$ cat config.mk
export PLATFORM = sky130hd
export DESIGN_NAME = srt_cell
export DESIGN_NICKNAME = d
export VERILOG_FILES = /design/src/hdl/srt_pkg.sv /design/src/hdl/srt_cell.sv
export VERILOG_INCLUDE_DIRS = /design/src /design/src/hdl
export SDC_FILE = /design/constraint.sdc
export NUM_CORES = 1
export LEC_CHECK = 0
export ABC_CLOCK_PERIOD_IN_PS = 30800
export BUFFER_PORTS_ARGS = -buffer_cell sky130_fd_sc_hd__buf_2
export CAP_MARGIN = 15
export CORE_AREA = 2 2 576 578
export CTS_BUF_LIST = sky130_fd_sc_hd__clkbuf_8
export CTS_CLUSTER_SIZE = 25
export DETAILED_ROUTE_END_ITERATION = 12
export DIE_AREA = 0 0 578 580
export PLACE_DENSITY = 0.3
export REMOVE_ABC_BUFFERS = 1
export SYNTH_ARGS = -nofsm -noshare
export SYNTH_HDL_FRONTEND = slang
export SYNTH_SLANG_ARGS = --single-unit
$ cat constraint.sdc
create_clock -name clk -period 30.8 [get_ports clk]
set_clock_uncertainty 0.05 [all_clocks]
set_input_delay 3.08 -clock clk [delete_from_list [all_inputs] [get_ports clk]]
set_output_delay 3.08 -clock clk [all_outputs]
set_load 0.01 [all_outputs]
$ cat src/hdl/sorted_record_table_defines.svh
// Assertion macros shared by the sorted record table RTL.
`ifndef SORTED_RECORD_TABLE_DEFINES_SVH
`define SORTED_RECORD_TABLE_DEFINES_SVH
`ifndef SYNTHESIS
// Same-cycle implication, checked on clk with rst_n as the disable.
`define SRT_ASSERT_NOW(lbl, ante, cons) \
  lbl: assert property (@(posedge clk) disable iff (!rst_n) (ante) |-> (cons)) \
    else $error("sorted_record_table: same-cycle check failed");
// Next-cycle implication, checked on clk with rst_n as the disable.
`define SRT_ASSERT_NEXT(lbl, ante, cons) \
  lbl: assert property (@(posedge clk) disable iff (!rst_n) (ante) |=> (cons)) \
    else $error("sorted_record_table: next-cycle check failed");
`else
`define SRT_ASSERT_NOW(lbl, ante, cons)
`define SRT_ASSERT_NEXT(lbl, ante, cons)
`endif
`endif

$ cat src/hdl/srt_pkg.sv
// Types and constants shared by the sorted record table modules.
package srt_pkg;

  // Operation codes of a request.
  localparam logic [1:0] OP_REGISTER = 2'd0;
  localparam logic [1:0] OP_FIND     = 2'd1;
  localparam logic [1:0] OP_RESOLVE  = 2'd2;

  // Result codes.
  localparam logic [2:0] RC_OK        = 3'd0;
  localparam logic [2:0] RC_BAD_KEY   = 3'd1;
  localparam logic [2:0] RC_FULL      = 3'd2;
  localparam logic [2:0] RC_DUPLICATE = 3'd3;
  localparam logic [2:0] RC_NOT_FOUND = 3'd4;

  // Width of the capacity register and of the count port.
  localparam int unsigned CAP_W = 5;

  // One stored record.
  typedef struct packed {
    logic [63:0] key;
    logic [63:0] first_party;
    logic [63:0] second_party;
    logic [63:0] subject;
    logic        resolved;
    logic [63:0] start_time;
    logic [63:0] resolve_time;
    logic [63:0] origin_tag;
  } rec_t;

  // Commands broadcast to every cell of the chain.
  typedef struct packed {
    logic capture;  // compare the request key against the held key
    logic insert;   // open the sorted slot and shift larger entries up
    logic resolve;  // mark the matching entry resolved
  } ctl_t;

  // Sequencer states.
  typedef enum logic [1:0] {
    ST_IDLE,
    ST_COMPARE,
    ST_UPDATE
  } state_t;

endpackage

$ cat src/hdl/srt_cell.sv
// One slot of the sorted chain: holds a record and its compare flags.
`include "sorted_record_table_defines.svh"

module srt_cell (
  input  logic          clk,
  input  logic          rst_n,
  input  srt_pkg::ctl_t ctl,
  input  logic          valid,
  input  logic [63:0]   req_key,
  input  logic [63:0]   event_time,
  input  srt_pkg::rec_t new_rec,
  input  srt_pkg::rec_t prev_rec,
  input  logic          prev_lt,
  output srt_pkg::rec_t rec,
  output logic          lt,
  output logic          eq
);

  srt_pkg::rec_t rec_r, rec_nxt;
  logic          lt_r, lt_nxt;
  logic          eq_r, eq_nxt;

  // Compare on capture; shift, load or resolve on update.
  always_comb begin
    rec_nxt = rec_r;
    lt_nxt  = lt_r;
    eq_nxt  = eq_r;
    if (ctl.capture) begin
      lt_nxt = valid && (rec_r.key < req_key);
      eq_nxt = valid && (rec_r.key == req_key);
    end
    if (ctl.insert && !lt_r) begin
      // The first slot not below the key takes the new record; the rest take the neighbor.
      rec_nxt = prev_lt ? new_rec : prev_rec;
    end
    if (ctl.resolve && eq_r) begin
      rec_nxt.resolved     = 1'b1;
      rec_nxt.resolve_time = event_time;
    end
  end

  // Record payload needs no reset.
  always_ff @(posedge clk) begin
    rec_r <= rec_nxt;
  end

  // Compare flags.
  always_ff @(posedge clk) begin
    if (!rst_n) begin
      lt_r <= 1'b0;
      eq_r <= 1'b0;
    end else begin
      lt_r <= lt_nxt;
      eq_r <= eq_nxt;
    end
  end

  assign rec = rec_r;
  assign lt  = lt_r;
  assign eq  = eq_r;

  // An entry never matches and lies below the key at once.
  `SRT_ASSERT_NOW(a_cell_flags_exclusive, 1'b1, !(lt_r && eq_r))
  // Flags change only after a capture.
  `SRT_ASSERT_NEXT(a_cell_flags_hold, !ctl.capture, $stable(lt_r) && $stable(eq_r))
  // Insert and resolve are never requested together.
  `SRT_ASSERT_NOW(a_cell_one_update, ctl.insert, !ctl.resolve && !ctl.capture)

endmodule

== After elaboration in Yosys (flattened, before gate mapping) ==
Cells that the tools add are included.
Storage, ports and cells
  register bits: 451
  input bits: 1033
  output and inout bits: 451
  logic and storage cells: 21
Operators by class
  $lt $le $gt $ge: 1
  equality and inequality tests: 1
  mux-type cells: 3
  reductions and logical operators: 6
Operators with widths (number)
  $mux 449: 1
  $mux 128: 1
  $eq 64x64->1: 1
  $lt 64x64->1: 1
  $mux 64: 1
  $logic_and 1x1->1: 4
  $reduce_bool 2->1: 1
  $logic_not 1->1: 1

== Logic depth before layout (Yosys ltp) ==
Gate-level depths: netlist (run 1).
  depth after elaboration: 4
  depth in mapped cells: 8
  depth with buffers taken out: 8

== Worst setup path before layout (run 1) ==
OpenSTA, ideal clock, no wires.
  path type: input to register
  start point: input port ctl[1] (netlist name)
  end point: register rec_r, in the netlist rec[100], data pin
  library setup time: 0.152 ns
  data arrival time: 12.713 ns
  data required time: 30.598 ns
  path slack: 17.884 ns
  stages on the path: 5
  buffers on the path: 1
  cell sequence: nand2b_1 -> inv_1 -> nand2_1 -> clkbuf_1 -> o21ai_0
RTL lines
  start: declaration: line srt_cell.sv:7  | input srt_pkg::ctl_t ctl,
  end signal: assignment: line srt_cell.sv:44  | rec_r <= rec_nxt;
  end: declaration: line srt_cell.sv:19  | srt_pkg::rec_t rec_r, rec_nxt;

== Worst setup path after layout (run 1) ==
  start point: input port prev_lt
  end point: register rec_r, in the netlist rec[276], data pin
Between the ends
  cells in the longest elaborated chain, start to end: 1
RTL lines
  start: declaration: line srt_cell.sv:13  | input logic prev_lt,
  $mux 449: line srt_cell.sv:34  | rec_nxt = prev_lt ? new_rec : prev_rec;
Every way passes these cells.
A chain may end at the register's enable or synchronous reset.

==> results of run 1 <==
## power by group through the flow
stage	combinational (uW)	sequential [uW]	clock, uW
2_1_floorplan	80.3	798	0
3_3_place_gp	349	785	0
3_5_place_dp	349	784	0
4_1_cts	351	772	755
5_1_grt	364	774	770
6_report	335	770	705
## placed cells by master, fill, tap and decap left out, types with 2 or more instances in the layout
cell type,netlist,layout
buf_2,42,1482
edfxtp_1,448,448
mux2_2,384,384
clkbuf_8,0,105
inv_1,66,94
nand2_1,84,82
o21ai_0,70,69
mux2i_1,65,65
ha_1,64,64
diode_2,0,28
a21oi_1,23,23
clkinv_1,1,21
buf_4,0,14
clkinv_2,0,11
nand4_1,10,10
nor2_1,7,7
bufinv_16,0,6
nand3_1,5,5
a21o_1,5,5
o211ai_1,4,4
nor3_1,4,4
clkinvlp_4,0,4
dfxtp_1,3,3
o21a_1,2,2
nand4_4,2,2
a211oi_1,2,2
a221oi_1,2,2
## Yosys cell counts, types with 2 or more instances
| library cell | instances | area share [%] |
|---|---|---|
| nand3_1 | 5 | 0.12 |
| nand2_1 | 84 | 1.5 |
| mux2i_1 | 65 | 3.1 |
| inv_1 | 66 | 1.2 |
| nand4_4 | 2 | 0.20 |
| clkbuf_1 | 21 | 0.37 |
| o211ai_1 | 4 | 0.14 |
| a21o_1 | 5 | 0.18 |
| o21a_1 | 2 | 0.071 |
| a21oi_1 | 23 | 0.55 |
| mux2_2 | 384 | 21 |
| dfxtp_1 | 3 | 0.29 |
| edfxtp_1 | 448 | 64 |
| ha_1 | 64 | 3.8 |
| buf_2 | 42 | 1.0 |
| nor2_1 | 7 | 0.12 |
| a221oi_1 | 2 | 0.083 |
| o21ai_0 | 70 | 1.7 |
| a211oi_1 | 2 | 0.071 |
| nand4_1 | 10 | 0.30 |
| nor3_1 | 4 | 0.095 |
## through the flow
stage,setup WS (ps),hold slack [ps],utilization [%],instance area [sq um],instances
floorplan,15270,448,-,20800,1270
global placement,24110,416,10.3,33800,7134
detailed placement,24060,434,10.3,33800,7134
CTS,25090,442,10.9,35700,7312
global route,24830,463,10.9,35800,7321
finish,24960,435,10.9,35800,7340
## logic make-up after synthesis
kind of cell | Yosys count
AND/OR/NAND/NOR | 122
flip-flops | 451
AO/OA/AOI/OAI | 117
multiplexers | 449
buffers and inverters | 130
adder cells (fa/ha/maj) | 64
## path summary, 6_finish.rpt
path                               start       end  slack (ps)  cells past startpoint
worst max-delay path             prev_lt  rec[276]       24960                      5
worst min-delay path            rec[192]  rec[192]         430                      2
worst max register to register        lt  rec[313]       27060                      5
worst min register to register  rec[192]  rec[192]         430                      2
## worst max-delay path, delay by kind of cell
kind | cells | cell delay (ps)
mux | 1 | 420
buf+inv | 4 | 2560
## layout make-up
| class | instances | area (sq um) |
|---|---|---|
| fill | 37934 | 293000 |
| tap | 4366 | 5460 |
| antenna | 28 | 70.1 |
| inverter | 67 | 259 |
| sequential | 451 | 13500 |
| multi-input combinational | 752 | 7030 |
| timing repair buffer | 1498 | 7560 |
| clock buffer | 105 | 1450 |
| clock inverter | 73 | 483 |
## state kept, by name, indices dropped and copies added (netlist names)
signal and flops:
lt 1, rec 449, eq 1
## metal layers
metal	vias to the layer above	GRT usage [%]	wire length (microns)
li1	8232	-	-
met1	9170	12.2	73200
met2	1336	19.1	93000
met3	342	5.86	24700
met4	38	3.07	6310
met5	-	0	256
==> results.cfg, run 1 <==
[run_status]
status = finished, final reports clean

[clocking]
cts_buffer_depth = 4
clock-sinks = 451
cts_tree = built
post_cts_buffers = 0
cts-buffers-inserted = 105
cts_hold_buffers = 0
clock_latency_ps = 880
cts_resized = 0
path_clk_slew_ps = 50
cts_max_level = 3
root_buffer = clkbuf_8

[placement]
port_buffers = 1483
hpwlAfterDp_microns = 173000
gp_congestion = 0.919

[worst_setup_path]
crit_arrival_ps = 6370
critPathMaxStageDelay_ps = 770
cp-end-kind = register
cp_max_fo = 63
crit_chain = buf_8, buf_4, buf_4, buf_4, mux2_2
critPathKind = in -> reg
crit_top_cell = buf_4
slowest_stage = buf_4
critPathLaunchType = primary input
worstPathRequired_ps = 31320

[floorplan]
fp-row-count = 211
fp.dieArea_sq_mm = 0.335
io_pins = 1484
fp.dieH_microns = 580
initial_core_util_pct = 6.40
die_w_microns = 578
core_area_sq_mm = 0.329

[drt]
drc_errors = 0
ant_nets = 0
detail_route.wl_per_cell_microns = 26.9
drt-pass1-iter-count = 5
vias = 19118
routed_wl_microns = 197000
drtIter0Drc = 1003
via_per_inst = 2.60

[yosys]
syn_area_sq_mm = 0.0211
synth_ff_type = edfxtp_1
muxShareOfSynthArea_pct = 23.6
ys_seq_area_share_pct = 64.1
synth.avg_cell_area_sq_um = 15.8
syn_inst = 1333
yosysWarnings = 0
synth-xor-area-share_pct = 0
synthAdderAreaFrac_pct = 3.80
synthArstFlopShare_pct = 0
synth_cell_type_count = 41
synth_compound_gate_area_share_pct = 3.08
synth-simple-area-share_pct = 2.80
ys_ff_latch = 451
synth_edf_count = 448
synth_top_family_by_area = multiplexers

[grt]
grt_pass1_vias = 19909
grt_max_degree = 132
grt_pass1_wl_microns = 238000
overflow = 0
grt_usage_pct = 11.3
antenna_found_initial = 114

[power]
power_frac_seq_pct = 42.5
p_leak_uw = 0.0145
internal_power_uw = 1230
comb_power_share_pct = 18.5
clkPwrFrac_pct = 39.0
power.density_mw_per_mm2 = 50.5
vdd_drop_max_mv = 0.0272
power_uw = 1810
p_sw_uw = 579
switching_share_pct = 32.0

[worst_hold_path]
hold_class = reg -> reg

[timing]
tns_ps = 0
report.final.hold_viol_count = 0
rsz0062_at_grt = false
final_max_slew_viol_count = 0
finalSetupViolCount = 0
relSlewSlack_pct = 25.0
final.period_utilization_pct = 19.0
worst_pin_slew_ps = 1120
period_minus_slack_ps = 5840
fmax_mhz = 171

[finish]
drive_above_1_share_pct = 68.6
syn2layout_area_growth_pct = 70.0
fin_nets = 3972

[job]
drv_cap = 0
Note: power is estimated with default switching activity, not from simulation.
==> inputs of run 2 (changes only) <==
--- a/config.mk
+++ b/config.mk
@@ -6,14 +6,15 @@
 export SDC_FILE = /design/constraint.sdc
 export NUM_CORES = 1
 export LEC_CHECK = 0
-export ABC_CLOCK_PERIOD_IN_PS = 30800
+export ABC_AREA = 1
+export ABC_CLOCK_PERIOD_IN_PS = 5900
 export BUFFER_PORTS_ARGS = -buffer_cell sky130_fd_sc_hd__buf_2
 export CAP_MARGIN = 15
-export CORE_AREA = 2 2 576 578
+export CORE_AREA = 2 2 583 585
 export CTS_BUF_LIST = sky130_fd_sc_hd__clkbuf_8
 export CTS_CLUSTER_SIZE = 25
 export DETAILED_ROUTE_END_ITERATION = 12
-export DIE_AREA = 0 0 578 580
+export DIE_AREA = 0 0 585 587
 export PLACE_DENSITY = 0.3
 export REMOVE_ABC_BUFFERS = 1
 export SYNTH_ARGS = -nofsm -noshare
==> constraint.sdc (replaced) <==
create_clock -name clk -period 5.9 [get_ports clk]
set_clock_uncertainty 0.05 [all_clocks]
set_input_delay 0.59 -clock clk [delete_from_list [all_inputs] [get_ports clk]]
set_output_delay 0.59 -clock clk [all_outputs]
set_load 0.01 [all_outputs]
==> run 2 against run 1 <==
Net effect:
- count of clock-buffer cells in the layout up 8
- via count up 38%
- non-clock buffer count rose by 865
- worst hold slack got worse by 370 ps
- first-iteration DRC count increased by 36%
- setup slack got worse by 22000 ps
- combinational power grew to 7.3 times the previous value
- sequential cell count did not move
- synthesized cell count is 67% higher
==> results.cfg, run 2 <==
[drt]
via_per_inst = 2.85
routed_wl_microns = 236000
drtIter0Drc = 1360
vias = 26425
ant_nets = 0
drt-pass1-iter-count = 5
drc_errors = 0
detail_route.wl_per_cell_microns = 25.4

[yosys]
syn_inst = 2232
synth.avg_cell_area_sq_um = 9.65
synthArstFlopShare_pct = 0
yosys-top-cells-area = edfxtp_1 (62%), nand2_1 (22%), ha_1 (3.7%)
synth_cell_type_count = 27
synthTopCellsByCount = nand2_1 (1239), edfxtp_1 (448), inv_1 (93)
yosysWarnings = 0
yosys.area.top_type = edfxtp_1
ys_seq_area_share_pct = 62.7
ys_ff_latch = 451
synth_most_common_cell = nand2_1
synth_top_cell_area_share_pct = 62.4
synth_ff_type = edfxtp_1
syn_area_sq_mm = 0.0215
synth_edf_count = 448

[worst_setup_path]
startpoint = rec[420]
crit_chain = ha_1, nand2_1, nor2_1, nand3_1, nor2_2, nand2_2, nor2_4, nand4_1, a21oi_1, dlygate4sd3_1
cp-end-kind = register
rr_worst_depth = 10
r2r_slack_ps = 2900
crit_family = simple AND/OR/NAND/NOR gates
cp_max_fo = 2
crit_arrival_ps = 3800
critPathMaxStageDelay_ps = 580
critPathBufInv = 1
r2r_start = rec[420]
critPathLaunchType = register
worstPathRequired_ps = 6700
r2r_end = eq
critPathKind = reg -> reg
slowest_stage = edfxtp_1

[job]
drv_cap = 0

[grt]
grt_max_degree = 112
grt_usage_pct = 13.2
overflow = 0
grt_pass1_wl_microns = 290000
grt_pass1_vias = 27189
antenna_found_initial = 175

[clocking]
cts_buffer_depth = 4
cts_resized = 0
path_clk_slew_ps = 70
clock-sinks = 451
clock_latency_ps = 960
cts_tree = built
cts-buffers-inserted = 113
post_cts_buffers = 0
cts_max_level = 3
root_buffer = clkbuf_8
cts_hold_buffers = 860

[power]
vdd_drop_max_mv = 0.152
p_leak_uw = 0.0207
power_uw = 10400
power.density_mw_per_mm2 = 229

[placement]
port_buffers = 1483
hpwlAfterDp_microns = 204000
dp.cells = 8159
gp_congestion = 0.890

[run_status]
status = finished, final reports clean

[finish]
fin_nets = 5695
final_common_cell = buf_2
largest_reg_flops = 449
fin_cells = 9262
multi_input_area_sq_mm = 0.00716
syn2layout_area_growth_pct = 110
n_fill_cell = 39090
seq_area_sq_mm = 0.0135
final_cell_mix = buf_2 (1482), nand2_1 (1237), dlygate4sd3_1 (860)
drive_above_1_share_pct = 35.6

[timing]
worst_pin_slew_ps = 1140
relSlewSlack_pct = 24.3
fmax_mhz = 333
period_minus_slack_ps = 3000
report.final.hold_viol_count = 0
finalSetupViolCount = 0
final.period_utilization_pct = 50.9
final_max_slew_viol_count = 0
rsz0062_at_grt = false

[floorplan]
fp-row-count = 214
die_w_microns = 585
fp.dieH_microns = 587
initial_core_util_pct = 6.38
io_pins = 1484
core_area_sq_mm = 0.338
fp.dieArea_sq_mm = 0.343

[worst_hold_path]
min_from = prev_rec[204]
min_to = rec[204]
hold_class = in -> reg
whs_path_depth = 3
-- run 2: cell count changes in the layout (fill, tap and decap cells not counted), sizes merged, moves of 10 or more --
cell	before	now
dlygate4sd3	0	860
nand3	6	72
inv	96	117
diode	28	46
nand2	84	1243
clkinv	34	54
mux2	384	0
nand4	13	3
nor2	7	29
-- run 2: worst reg2reg max path, cell delays in order, from the launching register on --
cell and delay [ps]:
edfxtp_1 580, ha_1 400, nand2_1 70, nor2_1 500
nand3_1 190, nor2_2 120, nand2_2 90, nor2_4 110
nand4_1 110, a21oi_1 160, dlygate4sd3_1 550
-- run 2: cell families (layout without fill, tap and decap cells) --
logic type | after synthesis | count (layout) | synth area share, %
AOI/OAI and AO/OA | 95 | 95 | 2.28
adders and majority gates | 64 | 64 | 3.72
buffers and inverters | 208 | 2656 | 4.11
DFF | 451 | 451 | 62.7
muxes | 64 | 64 | 2.97
other | 0 | 46 | 0
and+or+nand+nor | 1350 | 1350 | 24.2
-- run 2: through the flow --
| step | hold slack, ps | utilization [%] | instance area [sq um] | worst slack (ps) | setup TNS [ps] |
|---|---|---|---|---|---|
| 6_report | 63.0 | 13.4 | 45200 | 2900 | 0 |
| 5_1_grt | -5.42 | 13.4 | 45200 | 2710 | 0 |
| 4_1_cts | 0.383 | 13.4 | 45100 | 2730 | 0 |
| 3_5_place_dp | 713 | 10.2 | 34400 | 2650 | 0 |
| 3_3_place_gp | 740 | 10.2 | 34400 | 2660 | 0 |
| 2_1_floorplan | 458 | - | 21000 | -2030 | -130020 |
-- run 2: layout make-up --
type                       count  share of cell area, %
timing repair buffer        2363                   36.0
sequential                   451                   29.9
multi-input combinational   1573                   15.8
tap                         4536                   12.5
clock buffer                 113                   3.44
clock inverter                84                   1.20
inverter                      96                  0.830
antenna                       46                  0.254
-- run 2: routing by layer --
metal | GRT usage [%] | part of all wire, %
met5 | 0 | 0.22
met4 | 3.80 | 3.0
met3 | 7.67 | 14
met2 | 22.1 | 47
met1 | 13.9 | 36
-- run 2: worst max-delay path by stage --
stage | to | slack [ps] | cells past startpoint
global placement | rec[114] | 2660 | 5
CTS | eq | 2730 | 2
floorplan | rec[100] | -2030 | 4
detailed placement | rec[114] | 2650 | 5
finish | eq | 2900 | 10
global route | eq | 2710 | 10
-- run 2: where the power goes --
group | total (uW) | internal, uW | switching [uW]
Sequential | 4010 | 3850 | 156
Clock | 3950 | 2040 | 1910
Combinational | 2430 | 1050 | 1380
Total | 10400 | 6940 | 3440
==> inputs of run 3 (changes only) <==
--- a/config.mk
+++ b/config.mk
@@ -7,7 +7,7 @@
 export NUM_CORES = 1
 export LEC_CHECK = 0
 export ABC_AREA = 1
-export ABC_CLOCK_PERIOD_IN_PS = 5900
+export ABC_CLOCK_PERIOD_IN_PS = 2560
 export BUFFER_PORTS_ARGS = -buffer_cell sky130_fd_sc_hd__buf_2
 export CAP_MARGIN = 15
 export CORE_AREA = 2 2 583 585
==> constraint.sdc (replaced) <==
create_clock -name clk -period 2.56 [get_ports clk]
set_clock_uncertainty 0.05 [all_clocks]
set_input_delay 0.256 -clock clk [delete_from_list [all_inputs] [get_ports clk]]
set_output_delay 0.256 -clock clk [all_outputs]
set_load 0.01 [all_outputs]
==> run 3 against run 2 <==
Net effect:
- routed wire length rose by 0.64%
- die area did not move
- via count rose by 6.2%
- sequential share of layout area fell by 2.6 points
- first-iteration DRC count rose by 2.0%
- count of clock-buffer cells in the layout fell by 10
- total power rose by 130%
- global-route usage rose by 0.086 points
- clock power rose by 110%
- sequential cell count did not move
- critical path depth fell by 2
- largest cell class unchanged
==> results.cfg, run 3 (same netlist as run 2, synthesis figures left out) <==
[worst_setup_path]
cp_max_fo = 2
critPathKind = reg -> reg
critPathLaunchType = register
crit_chain = ha_4, nand2_1, dlygate4sd3_1, nor2_1, dlygate4sd3_1, buf_4, nand4_1, a21oi_2
crit_top_cell = dlygate4sd3_1
worstPathRequired_ps = 3410
critPathMaxStageDelay_ps = 560
crit_arrival_ps = 3300
cp-end-kind = register
slowest_stage = dlygate4sd3_1

[drt]
drc_errors = 0
via_per_inst = 2.89
ant_nets = 0
drt-pass1-iter-count = 5
detail_route.wl_per_cell_microns = 24.4
vias = 28066
routed_wl_microns = 237000
drtIter0Drc = 1387

[power]
vdd_drop_max_mv = 0.399
p_leak_uw = 0.0224
power_uw = 23900
power.density_mw_per_mm2 = 481

[floorplan]
initial_core_util_pct = 6.38
core_area_sq_mm = 0.338
die_w_microns = 585
io_pins = 1484
fp.dieH_microns = 587
fp-row-count = 214
fp.dieArea_sq_mm = 0.343

[finish]
syn2layout_area_growth_pct = 130
largest_reg_flops = 449
drive_above_1_share_pct = 33.9
final_cell_mix = buf_2 (1482), nand2_1 (1237), dlygate4sd3_1 (1234)
fin_nets = 6129
finalInstanceArea_sq_mm = 0.0496
final_common_cell = buf_2
final_core_util_pct = 14.7
fin_cells = 9704

[grt]
grt_pass1_vias = 29320
grt_pass1_wl_microns = 295000
grt_max_degree = 105
antenna_found_initial = 159
overflow = 0
grt_usage_pct = 13.3

[timing]
rsz0062_at_grt = true
worst_pin_slew_ps = 836
final_max_slew_viol_count = 0
period_minus_slack_ps = 2450
final.period_utilization_pct = 95.8
finalSetupViolCount = 0
report.final.hold_viol_count = 0
relSlewSlack_pct = 44.2
timing.final.ws_setup_ps = 107
fmax_mhz = 408

[placement]
place_area_sq_mm = 0.0350
gp_congestion = 0.879
hpwlAfterDp_microns = 207000
dp.cells = 8223
pre_cts_ws_ps = -229
port_buffers = 1483

[clocking]
cts-buffers-inserted = 103
cts_max_level = 3
path_clk_slew_ps = 70
clock-sinks = 451
clock_latency_ps = 970
cts_tree = built
root_buffer = clkbuf_8
cts_buffer_depth = 4

[worst_hold_path]
hold_class = in -> reg

[run_status]
status = finished, final reports clean

[job]
drv_cap = 0
## run 3: cell count changes in the layout (fill, tap and decap cells not counted), sizes merged
cell	before	now
dlygate4sd3	860	1234
buf	1503	1573
diode	46	63
clkinv	54	38
clkbuf	113	103
inv	117	123
clkinvlp	3	5
bufinv	6	5
## run 3: layer usage
metal  track usage (%)  vias to the layer above  part of all wire (%)
li1                  -                    13025                     -
met1              14.1                    13219                    37
met2              22.7                     1370                    47
met3              7.35                      372                    13
met4              3.20                       80                   2.8
met5                 0                        -                  0.22
## run 3: timing repair
| action | CTS | global route |
|---|---|---|
| hold buffers | 1234 | 0 |
| gates resized for setup | 1 | 3 |
| setup buffers | 4 | 2 |
| setup endpoints to repair | 3 | 2 |
| hold endpoints to repair | 472 | 0 |
## run 3: worst max-delay path, delay by kind of cell, from the launching register on
family / cells / cell delay, ps
buffers and inverters: 3 / 1210
DFF: 1 / 430
and+or+nand+nor: 3 / 260
adders and majority gates: 1 / 290
AOI/OAI and AO/OA: 1 / 140
## run 3: path summary, 6_finish.rpt
path | from | end | slack (ps) | cells past startpoint
setup / recovery | rec[390] | eq | 110 | 8
hold / removal | new_rec[398] | rec[398] | 160 | 4
setup reg to reg | rec[390] | eq | 110 | 8
hold reg to reg | rec[192] | rec[192] | 560 | 2
## run 3: cell type report
type                       instances  area (sq um)
inverter                          96           375
fill                           38829        288000
timing repair buffer            2807         20700
multi-input combinational       1573          7190
tap                             4536          5680
clock buffer                     103          1420
antenna                           63           158
clock inverter                    75           490
sequential                       451         13500
## run 3: power by group
group          switching [uW]  internal [uW]  total [uW]
Combinational            3430           2880        6310
Sequential                307           8870        9180
Clock                    4110           4260        8370
Total                    7850          16000       23900
## run 3: stage by stage
step	hold slack, ps	TNS, ps
floorplan	338	-1749180
global placement	480	-479
detailed placement	474	-363
CTS	0.00877	0
global route	57.9	-18.8
finish	162	0
